## src/rtl/ccmr_div.sv

```systemverilog
// ============================================================================
// ccmr_div
// Rounded signed division of a 51-bit sum by an unsigned 19-bit volume with
// saturation, one quotient bit per cycle.
// ============================================================================
module ccmr_div (
    input  logic        clk,
    input  logic        rst_n,
    input  logic        start,
    input  logic [50:0] num,
    input  logic [18:0] den,
    output logic        done,
    output logic [31:0] quot
);
    logic        busy_reg, busy_next;
    logic [5:0]  cnt_reg, cnt_next;
    logic [52:0] mag_reg, mag_next;
    logic [19:0] rem_reg, rem_next;
    logic [52:0] q_reg, q_next;
    logic [18:0] den_reg, den_next;
    logic        neg_reg, neg_next;
    logic        done_reg, done_next;
    logic [50:0] abs_num;
    logic [20:0] trial;
    logic [19:0] rem_sh;
    logic [53:0] qf;

    assign abs_num = num[50] ? (~num + 51'd1) : num;
    assign rem_sh  = {rem_reg[18:0], mag_reg[52]};
    assign trial   = {1'b0, rem_sh} - {2'b0, den_reg};
    assign qf      = {1'b0, q_reg};

    always_comb
    begin
        busy_next = busy_reg;
        cnt_next  = cnt_reg;
        mag_next  = mag_reg;
        rem_next  = rem_reg;
        q_next    = q_reg;
        den_next  = den_reg;
        neg_next  = neg_reg;
        done_next = 1'b0;
        if (start)
        begin
            busy_next = 1'b1;
            cnt_next  = 6'd53;
            mag_next  = {2'b0, abs_num} + {35'd0, den[18:1]};
            rem_next  = '0;
            q_next    = '0;
            den_next  = den;
            neg_next  = num[50];
        end
        else if (busy_reg)
        begin
            mag_next = {mag_reg[51:0], 1'b0};
            if (!trial[20])
            begin
                rem_next = trial[19:0];
                q_next   = {q_reg[51:0], 1'b1};
            end
            else
            begin
                rem_next = rem_sh;
                q_next   = {q_reg[51:0], 1'b0};
            end
            cnt_next = cnt_reg - 6'd1;
            if (cnt_reg == 6'd1)
            begin
                busy_next = 1'b0;
                done_next = 1'b1;
            end
        end
    end

    always_ff @(posedge clk or negedge rst_n)
    begin
        if (!rst_n)
        begin
            busy_reg <= 1'b0;
            cnt_reg  <= '0;
            done_reg <= 1'b0;
        end
        else
        begin
            busy_reg <= busy_next;
            cnt_reg  <= cnt_next;
            done_reg <= done_next;
        end
    end

    always_ff @(posedge clk)
    begin
        mag_reg <= mag_next;
        rem_reg <= rem_next;
        q_reg   <= q_next;
        den_reg <= den_next;
        neg_reg <= neg_next;
    end

    assign done = done_reg;

    always_comb
    begin
        if (neg_reg)
        begin
            if (qf >= 54'h80000000) quot = 32'h80000000;
            else                    quot = 32'd0 - q_reg[31:0];
        end
        else
        begin
            if (qf > 54'h7FFFFFFF) quot = 32'h7FFFFFFF;
            else                   quot = q_reg[31:0];
        end
    end
endmodule
```

## config.mk

```make
export PLATFORM = sky130hd
export DESIGN_NAME = ccmr_div
export DESIGN_NICKNAME = d
export VERILOG_FILES = /design/src/rtl/ccmr_div.sv
export SDC_FILE = /design/constraint.sdc
export NUM_CORES = 1
export LEC_CHECK = 0
export BUFFER_PORTS_ARGS = -buffer_cell sky130_fd_sc_hd__buf_4
export CAP_MARGIN = 30
export CORE_MARGIN = 5
export CORE_UTILIZATION = 35
export CTS_CLUSTER_DIAMETER = 120
export DETAILED_ROUTE_END_ITERATION = 8
export SLEW_MARGIN = 10
export SYNTH_ARGS = -nofsm -noshare
export SYNTH_HDL_FRONTEND = slang
export SYNTH_SLANG_ARGS = --single-unit
```

## constraint.sdc

```tcl
create_clock -name clk -period 7.51 [get_ports clk]
set_clock_uncertainty 0.15 [all_clocks]
set_input_delay 1.1265 -clock clk [delete_from_list [all_inputs] [get_ports clk]]
set_output_delay 1.1265 -clock clk [all_outputs]
set_load 0.01 [all_outputs]
```

==> results.cfg <==
[clock_network]
cts_setup_buffers = 0
cts.htree.levels = 4
clk_transition_reported_paths_ps = 70
ctsRootBufferMaster = clkbuf_16
clock-sinks = 153
cts.repair.resized = 0
worst_skew_pair.late_latency_ps = 420
clockBufferDepth = 2
cts_hold_buffers = 0
tritoncts_clock_tree = yes
cts_buffers = 17

[logic_synthesis]
synth_seq_cells = 153
syn_avg_cell_area_sq_um = 8.82
synthCells = 1237
syn_nets = 1354
distinct_cell_type_count_after_synthesis = 80
synth-seq-area-share_pct = 35.1
syn_area_sq_um = 10900
synth_async_sr_flop_share_pct = 5.23
ys_dominant_reg_cell = edfxtp_1
synth_warnings = 0
synth_enable_flop_cells = 73

[critical_path]
cp_num_cells = 18
largest_delay_contributor_family_on_the_critical_path = compound AO/OA/AOI/OAI gates
max_incr_delay_on_cp_ps = 500
critical_path_arrival_ps = 5450
timing.rr.end = rem_reg[16]
worst_setup_path_end_kind = register
path_buf_inv = 3
r2r_cells = 12
worst-path-max-fanout = 14
cpMaxStageDelayCell = or4b_1
worst-setup-path-type = in2reg
ff2ff_setup_slack_ps = 3760
startpoint_of_the_worst_slack_reg_to_reg_timing_path = mag_reg[52]
cp_data_required_time_ps = 7540
setup.worst_path.start_class = primary input
critical_path.cell_chain = buf_4 -> inv_1 -> ha_1 -> nor4b_2 -> nand2_1 -> o31ai_1 -> xnor2_1 -> ha_1 -> a21oi_1 -> nor2b_1 -> o21ai_0 -> a211o_1 -> a211oi_1 -> o21ai_0 -> buf_4 -> or2_0 -> or4b_1 -> a31o_1

[routing]
drc = 0
detail_route.vias_per_cell = 5.50
drt_wl_total_mm = 27.4
routed_vias = 9402
detail_route.wl_per_cell_microns = 16.1
drt.antenna.violating_nets = 0
drtPass1Iterations = 5
drt_iter0_markers = 565

[die]
core_region_area_sq_um = 30700
die_height_microns = 187
rows = 64
top_level_ports = 106
initial_core_util_pct = 35.6
floorplan.die.width_microns = 187
die_area_sq_um = 34800

[finish]
final_cells = 1710
antennaDiodeCount = 0
area_delta_synth_final_pct = 15.9
fillCellCount = 3085
drive_gt1_share_pct = 16.1
finalNetCount = 1418
mostFrequentLayoutCells = 146 x nor2_1, 112 x buf_4, 103 x nand2_1
layout_commonest_cell = nor2_1

[timing]
fin_hold_ws_ps = 352
finalSetupTns_ps = 0
grt_setup_unrepaired = no
fin_crit_sh_pct = 72.2
setup_viol = 0
finalHoldViolations = 0
max_slew.worst_pin.slew_ps = 905
slew-limit-headroom_pct = 39.6
final_max_slew_viol_count = 0
clock.fmax_mhz = 184
min_period_ps = 5420

[outcome]
status = finished, final reports clean

[placed_design]
place_congestion = 0.858
total_placed_cells_including_tap_cells = 1676
place.detailed.hpwl_mm = 20.0
count_of_buffers_from_port_buffering = 105

[global_route]
grt_pass1_vias = 8793
track_usage_pct = 15.2
grt_pass1_wl_mm = 45.2
antenna_found_initial = 0
maximum_number_of_pins_on_one_net_before_global_route_repair = 78
gr-total-overflow = 0

[min_path]
startpoint_of_the_worst_hold_path = rem_reg[1]
worst_hold_path_type = reg2reg
hold_path_depth = 2
worstHoldEndpoint = rem_reg[2]

[power_and_ir_drop]
ir_worst_vdd_mv = 0.114
power.static_leakage_nw = 5.27
power-per-cell-area_nw_per_um2 = 245

[job]
drv.max_cap_violation_count = 0
synthesized netlist by cell type, drive strengths merged (27+ instances only):
cell	n	area [sq um]
inv	47	176
nand2	104	393
o21ai	76	380
xnor2	72	631
nor4	34	289
nor3	32	180
dfxtp	72	1440
clkbuf	61	230
xor2	27	236
nor2	146	548
a21oi	45	225
ha	42	526
mux2i	52	521
edfxtp	73	2190
mux2	38	428
metal layers:
| metal | vias to the layer above | share of wire [%] | track usage [%] |
|---|---|---|---|
| met5 | - | 0 | 0 |
| met4 | 0 | 1.4 | 3.90 |
| met3 | 28 | 4.5 | 2.37 |
| met2 | 231 | 46 | 24.3 |
| met1 | 4443 | 48 | 21.5 |
| li1 | 4700 | - | - |
layout make-up:
class / count / area (sq um) / share of cell area, %
timing repair buffer: 115 / 911 / 7.21
sequential: 153 / 3840 / 30.4
clock inverter: 14 / 160 / 1.27
inverter: 48 / 180 / 1.43
clock buffer: 18 / 429 / 3.40
tap: 396 / 495 / 3.92
multi-input combinational: 966 / 6630 / 52.4
power breakdown:
part | internal (mW) | leakage (nW) | switching, mW
Clock | 0.498 | 0.277 | 0.366
Combinational | 0.530 | 3.56 | 0.631
Sequential | 1.01 | 1.43 | 0.0671
metrics by stage:
step | instance area [sq um] | util (%) | worst slack, ps | power (mW)
after floorplan | 10900 | - | 1980 | 1.90
after global placement | 12000 | 39.1 | 1710 | 2.23
after detailed placement | 12000 | 39.1 | 1640 | 2.25
after CTS | 12600 | 41.0 | 2090 | 3.13
after global routing | 12600 | 41.2 | 1680 | 3.31
final | 12600 | 41.2 | 2090 | 3.10
logic make-up after synthesis:
kind of cell	synth area share, %
adder cells (fa/ha/maj)	5.18
AO/OA/AOI/OAI	17.5
XOR/XNOR	7.95
buffers and inverters	4.12
flip-flops	35.1
multiplexers	8.69
AND/OR/NAND/NOR	21.5
worst min-delay path, stage by stage, from the launching register on:
cell and delay, ps:
dfxtp_1 330, nand2_1 60, a311oi_1 70
how the worst max path moves through the flow:
stage	from	slack (ps)	to
2_1_floorplan	num[50]	1980	mag_reg[47]
3_3_place_gp	num[1]	1710	mag_reg[47]
3_5_place_dp	num[1]	1640	mag_reg[47]
4_1_cts	num[1]	2090	mag_reg[47]
5_1_grt	num[1]	1680	mag_reg[47]
6_report	num[1]	2090	mag_reg[47]
Note: power is estimated with default switching activity, not from simulation.
