### src/rtl/ccmr_ram.sv
// ============================================================================
// ccmr_ram
// Generic single-port-write, single-port-read RAM with registered read.
// ============================================================================
module ccmr_ram #(
    parameter int Width = 8,
    parameter int Depth = 16
) (
    input  logic                     clk,
    input  logic                     we,
    input  logic [$clog2(Depth)-1:0] waddr,
    input  logic [Width-1:0]         wdata,
    input  logic [$clog2(Depth)-1:0] raddr,
    output logic [Width-1:0]         rdata
);
    logic [Width-1:0] mem [Depth];

    always_ff @(posedge clk)
    begin
        if (we)
        begin
            mem[waddr] <= wdata;
        end
        rdata <= mem[raddr];
    end
endmodule

### config.mk
export PLATFORM = sky130hd
export DESIGN_NAME = ccmr_ram
export DESIGN_NICKNAME = d
export VERILOG_FILES = /design/src/rtl/ccmr_ram.sv
export SDC_FILE = /design/constraint.sdc
export NUM_CORES = 1
export LEC_CHECK = 0
export BUFFER_PORTS_ARGS = -buffer_cell sky130_fd_sc_hd__buf_4
export CAP_MARGIN = 20
export CORE_MARGIN = 2
export CORE_UTILIZATION = 45
export CTS_CLUSTER_DIAMETER = 50
export DETAILED_ROUTE_END_ITERATION = 8
export SLEW_MARGIN = 15
export SYNTH_ARGS = -nofsm -noshare
export SYNTH_HDL_FRONTEND = slang
export SYNTH_SLANG_ARGS = --single-unit
### constraint.sdc
create_clock -name clk -period 2.2 [get_ports clk]
set_input_delay 0.11 -clock clk [delete_from_list [all_inputs] [get_ports clk]]
set_output_delay 0.11 -clock clk [all_outputs]
set_load 0.01 [all_outputs]
==> summary.md, run 1 <==
| Metric | Value |
|---|---|
| Via/cell ratio | `5.48` |
| Final Max Tran Viols | `0` |
| Ys Warns | `0` |
| Worst Path Required | `2.48 ns` |
| Hold Vio Cnt, Final | `0` |
| Syn Nets | `247` |
| DIE AREA | `0.0123 sq mm` |
| Top FF cell, synth | `edfxtp_1` |
| Post-route cell area | `0.00621 sq mm` |
| Max_slew headroom | `62.1%` |
| Drt drc | `0` |
| Final period util | `62.7%` |
| Worst-Margin Slew | `0.567 ns` |
| Post-synthesis cell type count | `19` |
| Slowest Stage Delay on Critical Path | `0.51 ns` |
| Critical path class | `register to register` |
| CP endpoint kind | `register` |
| Fmax | `726 MHz` |
| Clk buf depth | `2` |
| Pre-CTS setup slack | `0.548 ns` |
| Tmin final | `1.38 ns` |
| Total CTS buffers | `17` |
| Worst vdd ir | `0.000550 V` |
| Final ANT Viol Nets | `0` |
| Sum Neg Setup Slack | `0 ns` |
| Root Buffer | `clkbuf_16` |
| P per Cell Area | `980 mW/mm^2` |
| CP max-delay cell | `mux4_1` |
| Synthesized area per cell | `22.5 sq um` |
| I/O pins | `26` |
| Global-route wire length before repair | `15000 um` |
| Routed WL per cell | `21.5 um` |
| Initial Utilization | `45.7%` |
| Std cell rows | `39` |
| Die width | `111 um` |
| Status | `finished, final reports clean` |
| Share of layout cells above drive strength 1 | `30.3%` |
| Hold WS | `0.0129 ns` |
| Post-synth EDFFs | `128` |
| Routed WL | `9440 um` |
| Crit Path Max Fanout | `1` |
| GR Overflow Total | `0` |
| Number of max-cap violations | `0` |
| Port bufs | `25` |
| Worst clock skew | `0.00910 ns` |
| Critical path launch point type | `register` |
| Cells along the critical path | `mux4_1, a22oi_1, nand2_1` |
| Post-Syn Area | `0.00515 sq mm` |
| H-tree levels | `4` |
| Hold_buf cts | `2` |
| Asr flop ratio synth | `0%` |
| Layout net count | `302` |
| WP data arrival | `1.66 ns` |
| Postcts setup bufs | `0` |
| Placer congestion estimate | `0.718` |
| Detailed placement HPWL | `6110 um` |
| Lkg Pwr | `0.00212 uW` |
| RSZ-0062 raised after global routing | `false` |
| Buf/Inv on CP | `0` |
| Post-synthesis cell count | `229` |
| Clock slew at reported path FFs | `0.05 ns` |
| Maximum number of pins on one net before global-route repair | `33` |
| Layout Utilization | `55.1%` |
| Post-DP Area | `0.00558 sq mm` |
| Initial DRC count | `143` |
| Register area share after synthesis | `77.8%` |
| Initial antenna violation count | `0` |
| Setup violations, final | `0` |
| Core region area | `0.0113 sq mm` |
| CTS resizes | `0` |
| Area Growth Syn to Fin | `20.6%` |
| DR vias | `2409` |
| Clock latency on the worst-skew pair | `0.41 ns` |
| Initial DRT Pass Iterations | `4` |
| Die Ht | `111 um` |
| Worst path top cell family by delay | `multiplexers` |
| N_diodes | `0` |
| CTS sink count | `136` |
| Global Route Usage Sum | `17.0%` |
| TritonCTS clock tree | `yes` |
| Yosys reg bits | `136` |
| HP Class | `input pin to register` |
| Final worst slack | `0.822 ns` |
| Vias in the first global route | `2540` |
-- synthesized netlist by cell type (2+ instances only) --
library cell / instances / share of area [%]
buf_6: 3 / 0.66
clkdlybuf4s25_2: 3 / 0.58
nand2b_1: 2 / 0.24
nor2_1: 13 / 0.95
mux4_1: 14 / 7.1
a22oi_1: 16 / 2.3
buf_2: 3 / 0.29
nand3b_1: 2 / 0.29
nand2_1: 9 / 0.66
dfxtp_1: 8 / 3.1
edfxtp_1: 128 / 75
mux4_2: 18 / 7.9
nor3_1: 4 / 0.39
-- cells by family after synthesis --
family          after synthesis  share of synthesized area, %
flops                       136                          77.8
simple gates                 35                          3.18
mux                          32                          15.0
compound gates               16                          2.33
buf+inv                      10                          1.68
-- cell usage in the layout (no fill, tap or decap), drive strengths merged --
master	netlist	final
nand3	1	1
mux4	32	32
and2	1	1
and2b	1	1
clkbuf	0	23
dfxtp	8	8
nand3b	2	2
nor3	4	4
dlygate4sd3	0	2
bufinv	0	4
nor2b	1	1
nand2	9	9
nor2	13	13
clkinv	0	4
a22oi	16	16
or3b	1	1
buf	7	44
clkinvlp	0	1
edfxtp	128	128
nand2b	2	2
-- per-stage QoR --
step                      cells  total power (uW)
after floorplan             229              3120
after global placement      406              3250
after detailed placement    406              3260
after CTS                   440              6140
after global routing        440              6280
final                       440              6080
-- power breakdown --
part	internal (uW)	leakage, uW	switching, uW
clock	1920	0.000295	966
combinational	135	0.000605	151
sequential	2900	0.00122	18.1
-- worst paths after layout --
check,cells after the start,slack (ns),end,startpoint
worst max-delay path,3,0.82,rdata[1],mem[6][1]
worst max register to register,3,0.82,rdata[1],mem[6][1]
worst min-delay path,1,0.01,mem[6][4],wdata[4]
worst min register to register,3,0.67,rdata[0],mem[15][0]
-- layer usage --
layer  track usage, %  up-vias  part of all wire [%]
met1             23.0     1248                    43
met5                0        -                     0
li1                 -     1084                     -
met4             8.17        0                   1.0
met3             4.16        8                   5.1
met2             26.3       69                    51
-- state kept, by name, summed over array words and instances, names as in the netlist --
register and flops:
mem 128, rdata 8
-- cell type report --
cell class              instances  area [sq um]
repair buffers                 46           363
clock buffers                  23           458
well taps                     143           179
multi-input cells              83          1060
flip-flops and latches        136          4000
fillers                       865          5060
clock inverters                 9           148
-- worst register-to-register path: stages, from the launching register on --
cell,delay (ns)
edfxtp_1,0.38
mux4_1,0.51
a22oi_1,0.26
nand2_1,0.10
Note: power is estimated with default switching activity, not from simulation.
==> run 2, diff against run 1 <==
clock period = 1.2 ns   (was 2.2 ns; I/O delays follow)
==> run 2 against run 1 <==
Compared with the run above:
- the flow now finishes with violations (setup timing)
- largest cell class unchanged
- critical path depth unchanged
- via count grew 2.8%
- die area stayed put
- sequential cell count unchanged
- critical endpoint is now rdata[0]
==> summary.md, run 2 (same netlist as run 1, synthesis figures left out) <==
| Metric | Value |
|---|---|
| Initial DRT Pass Iterations | `4` |
| CTS sink count | `136` |
| Clk buf depth | `2` |
| Leading registers by flop count | `mem (128), rdata (8)` |
| Combinational Power Share | `5.3%` |
| Tmin final | `1.31 ns` |
| Detailed placement HPWL | `6370 um` |
| Max_slew headroom | `49.7%` |
| RSZ-0062 raised after global routing | `true` |
| Setup violations, final | `8` |
| Critical R2R Launch | `mem[1][0]` |
| Placed insts | `419` |
| Clock slew at reported path FFs | `0.05 ns` |
| Final ANT Viol Nets | `0` |
| Postcts setup bufs | `0` |
| Worst hold stages | `4` |
| GR Overflow Total | `0` |
| Final worst slack | `-0.114 ns` |
| Post-DP Area | `0.00575 sq mm` |
| N_diodes | `0` |
| Port bufs | `25` |
| Critical path class | `register to register` |
| Area Growth Syn to Fin | `26.2%` |
| DR vias | `2476` |
| Drt drc | `0` |
| Most common library cell in the layout ignoring fill and taps | `edfxtp_1` |
| TritonCTS clock tree | `yes` |
| Worst clock skew | `0.00728 ns` |
| Sw frac | `18.3%` |
| Total CTS buffers | `17` |
| Std cell rows | `39` |
| Fin cells | `459` |
| Final Max Tran Viols | `0` |
| Fmax | `761 MHz` |
| Core region area | `0.0113 sq mm` |
| WP data arrival | `1.61 ns` |
| Critical path launch point type | `register` |
| I/O pins | `26` |
| CP endpoint kind | `register` |
| Lkg Pwr | `0.00224 uW` |
| Worst Path Required | `1.49 ns` |
| Vias in the first global route | `2565` |
| Root Buffer | `clkbuf_16` |
| Global Route Usage Sum | `17.8%` |
| Hold Path Origin | `raddr[2]` |
| Part of the power in the clock network | `48.5%` |
| HP Class | `input pin to register` |
| R2R cell count | `3` |
| Final period util | `109%` |
| Initial antenna violation count | `0` |
| Post-route cell area | `0.00649 sq mm` |
| Most frequent cells in the layout | `edfxtp_1 (128), buf_4 (52), mux4_2 (22)` |
| Sum Neg Setup Slack | `-0.538 ns` |
| Maximum number of pins on one net before global-route repair | `17` |
| Initial Utilization | `45.7%` |
| Placer congestion estimate | `0.734` |
| Die width | `111 um` |
| Via/cell ratio | `5.39` |
| Initial DRC count | `138` |
| H-tree levels | `4` |
| FF-to-FF setup slack | `-0.11 ns` |
| Max FFs per register | `128` |
| Number of max-cap violations | `0` |
| Crit Path Max Fanout | `1` |
| Top reg by flops | `mem` |
| Routed WL per cell | `21.8 um` |
| Total net switching power | `2120 uW` |
| Clock latency on the worst-skew pair | `0.41 ns` |
| Hold Vio Cnt, Final | `0` |
| Status | `complete, but fails checks` |
| Hold worst-path end | `rdata[0]` |
| Layout net count | `321` |
| Global-route wire length before repair | `15400 um` |
| Flop pwr share | `46.2%` |
| DIE AREA | `0.0123 sq mm` |
| Routed WL | `10000 um` |
| Worst-Margin Slew | `0.752 ns` |
| Share of layout cells above drive strength 1 | `37.3%` |
| Die Ht | `111 um` |
| Failing checks | `setup timing` |
| P per Cell Area | `1780 mW/mm^2` |
| Worst vdd ir | `0.000954 V` |
| Cell Int Power | `9470 uW` |
| Worst r2r dst | `rdata[0]` |
run 2: cell count changes in the layout (fill, tap and decap cells not counted), sizes merged:
cell / change
buf: +13
dlygate4sd3: +6
clkinv: -2
bufinv: +1
clkbuf: +1
run 2: critical path, cell delays in order, from the launching register on:
cell and delay (ns):
edfxtp_1 0.34, mux4_1 0.50, a22oi_1 0.28, nand2_1 0.08
run 2: repair_timing:
item	CTS	global route
pin swaps	7	0
endpoints found under the hold margin	128	0
resized for setup	9	2
setup endpoints to repair	8	8
hold buffers	8	0
run 2: how the worst max path moves through the flow:
| stage | from | to | slack [ns] | depth (start not counted) |
|---|---|---|---|---|
| global route | mem[0][2] | rdata[2] | -0.17 | 3 |
| global placement | raddr[0] | rdata[4] | -0.26 | 6 |
| detailed placement | raddr[0] | rdata[4] | -0.28 | 6 |
| CTS | mem[0][2] | rdata[2] | -0.13 | 3 |
| floorplan | waddr[2] | mem[3][0] | -0.13 | 2 |
| finish | mem[1][0] | rdata[0] | -0.11 | 3 |
run 2: power groups by stage:
stage / Sequential (uW) / Combinational, uW / Clock, uW
finish: 5350 / 616 / 5630
global route: 5360 / 666 / 5940
CTS: 5350 / 627 / 5690
detailed placement: 5450 / 589 / 0
global placement: 5450 / 580 / 0
floorplan: 5450 / 274 / 0
run 2: cell type report:
type | instances | area (sq um)
Fill cell | 807 | 4780
Timing Repair Buffer | 65 | 571
Multi-Input combinational cell | 83 | 1090
Sequential cell | 136 | 4000
Clock buffer | 24 | 482
Clock inverter | 8 | 168
Tap cell | 143 | 179
run 2: through the flow:
step	setup WS, ns	hold WS (ns)	util, %	total power [uW]
floorplan	-0.126	0.159	-	5720
finish	-0.114	0.176	57.6	11600
CTS	-0.134	0.173	57.6	11700
global route	-0.167	0.186	57.6	12000
global placement	-0.264	0.367	51.0	6020
detailed placement	-0.281	0.373	51.0	6030
run 2: layer usage:
layer / track usage [%] / up-vias / wire [um]
met5: 0 / - / 0
met4: 6.00 / 0 / 134
met3: 5.74 / 13 / 435
met2: 27.7 / 64 / 4850
met1: 24.1 / 1282 / 4610
li1: - / 1117 / -
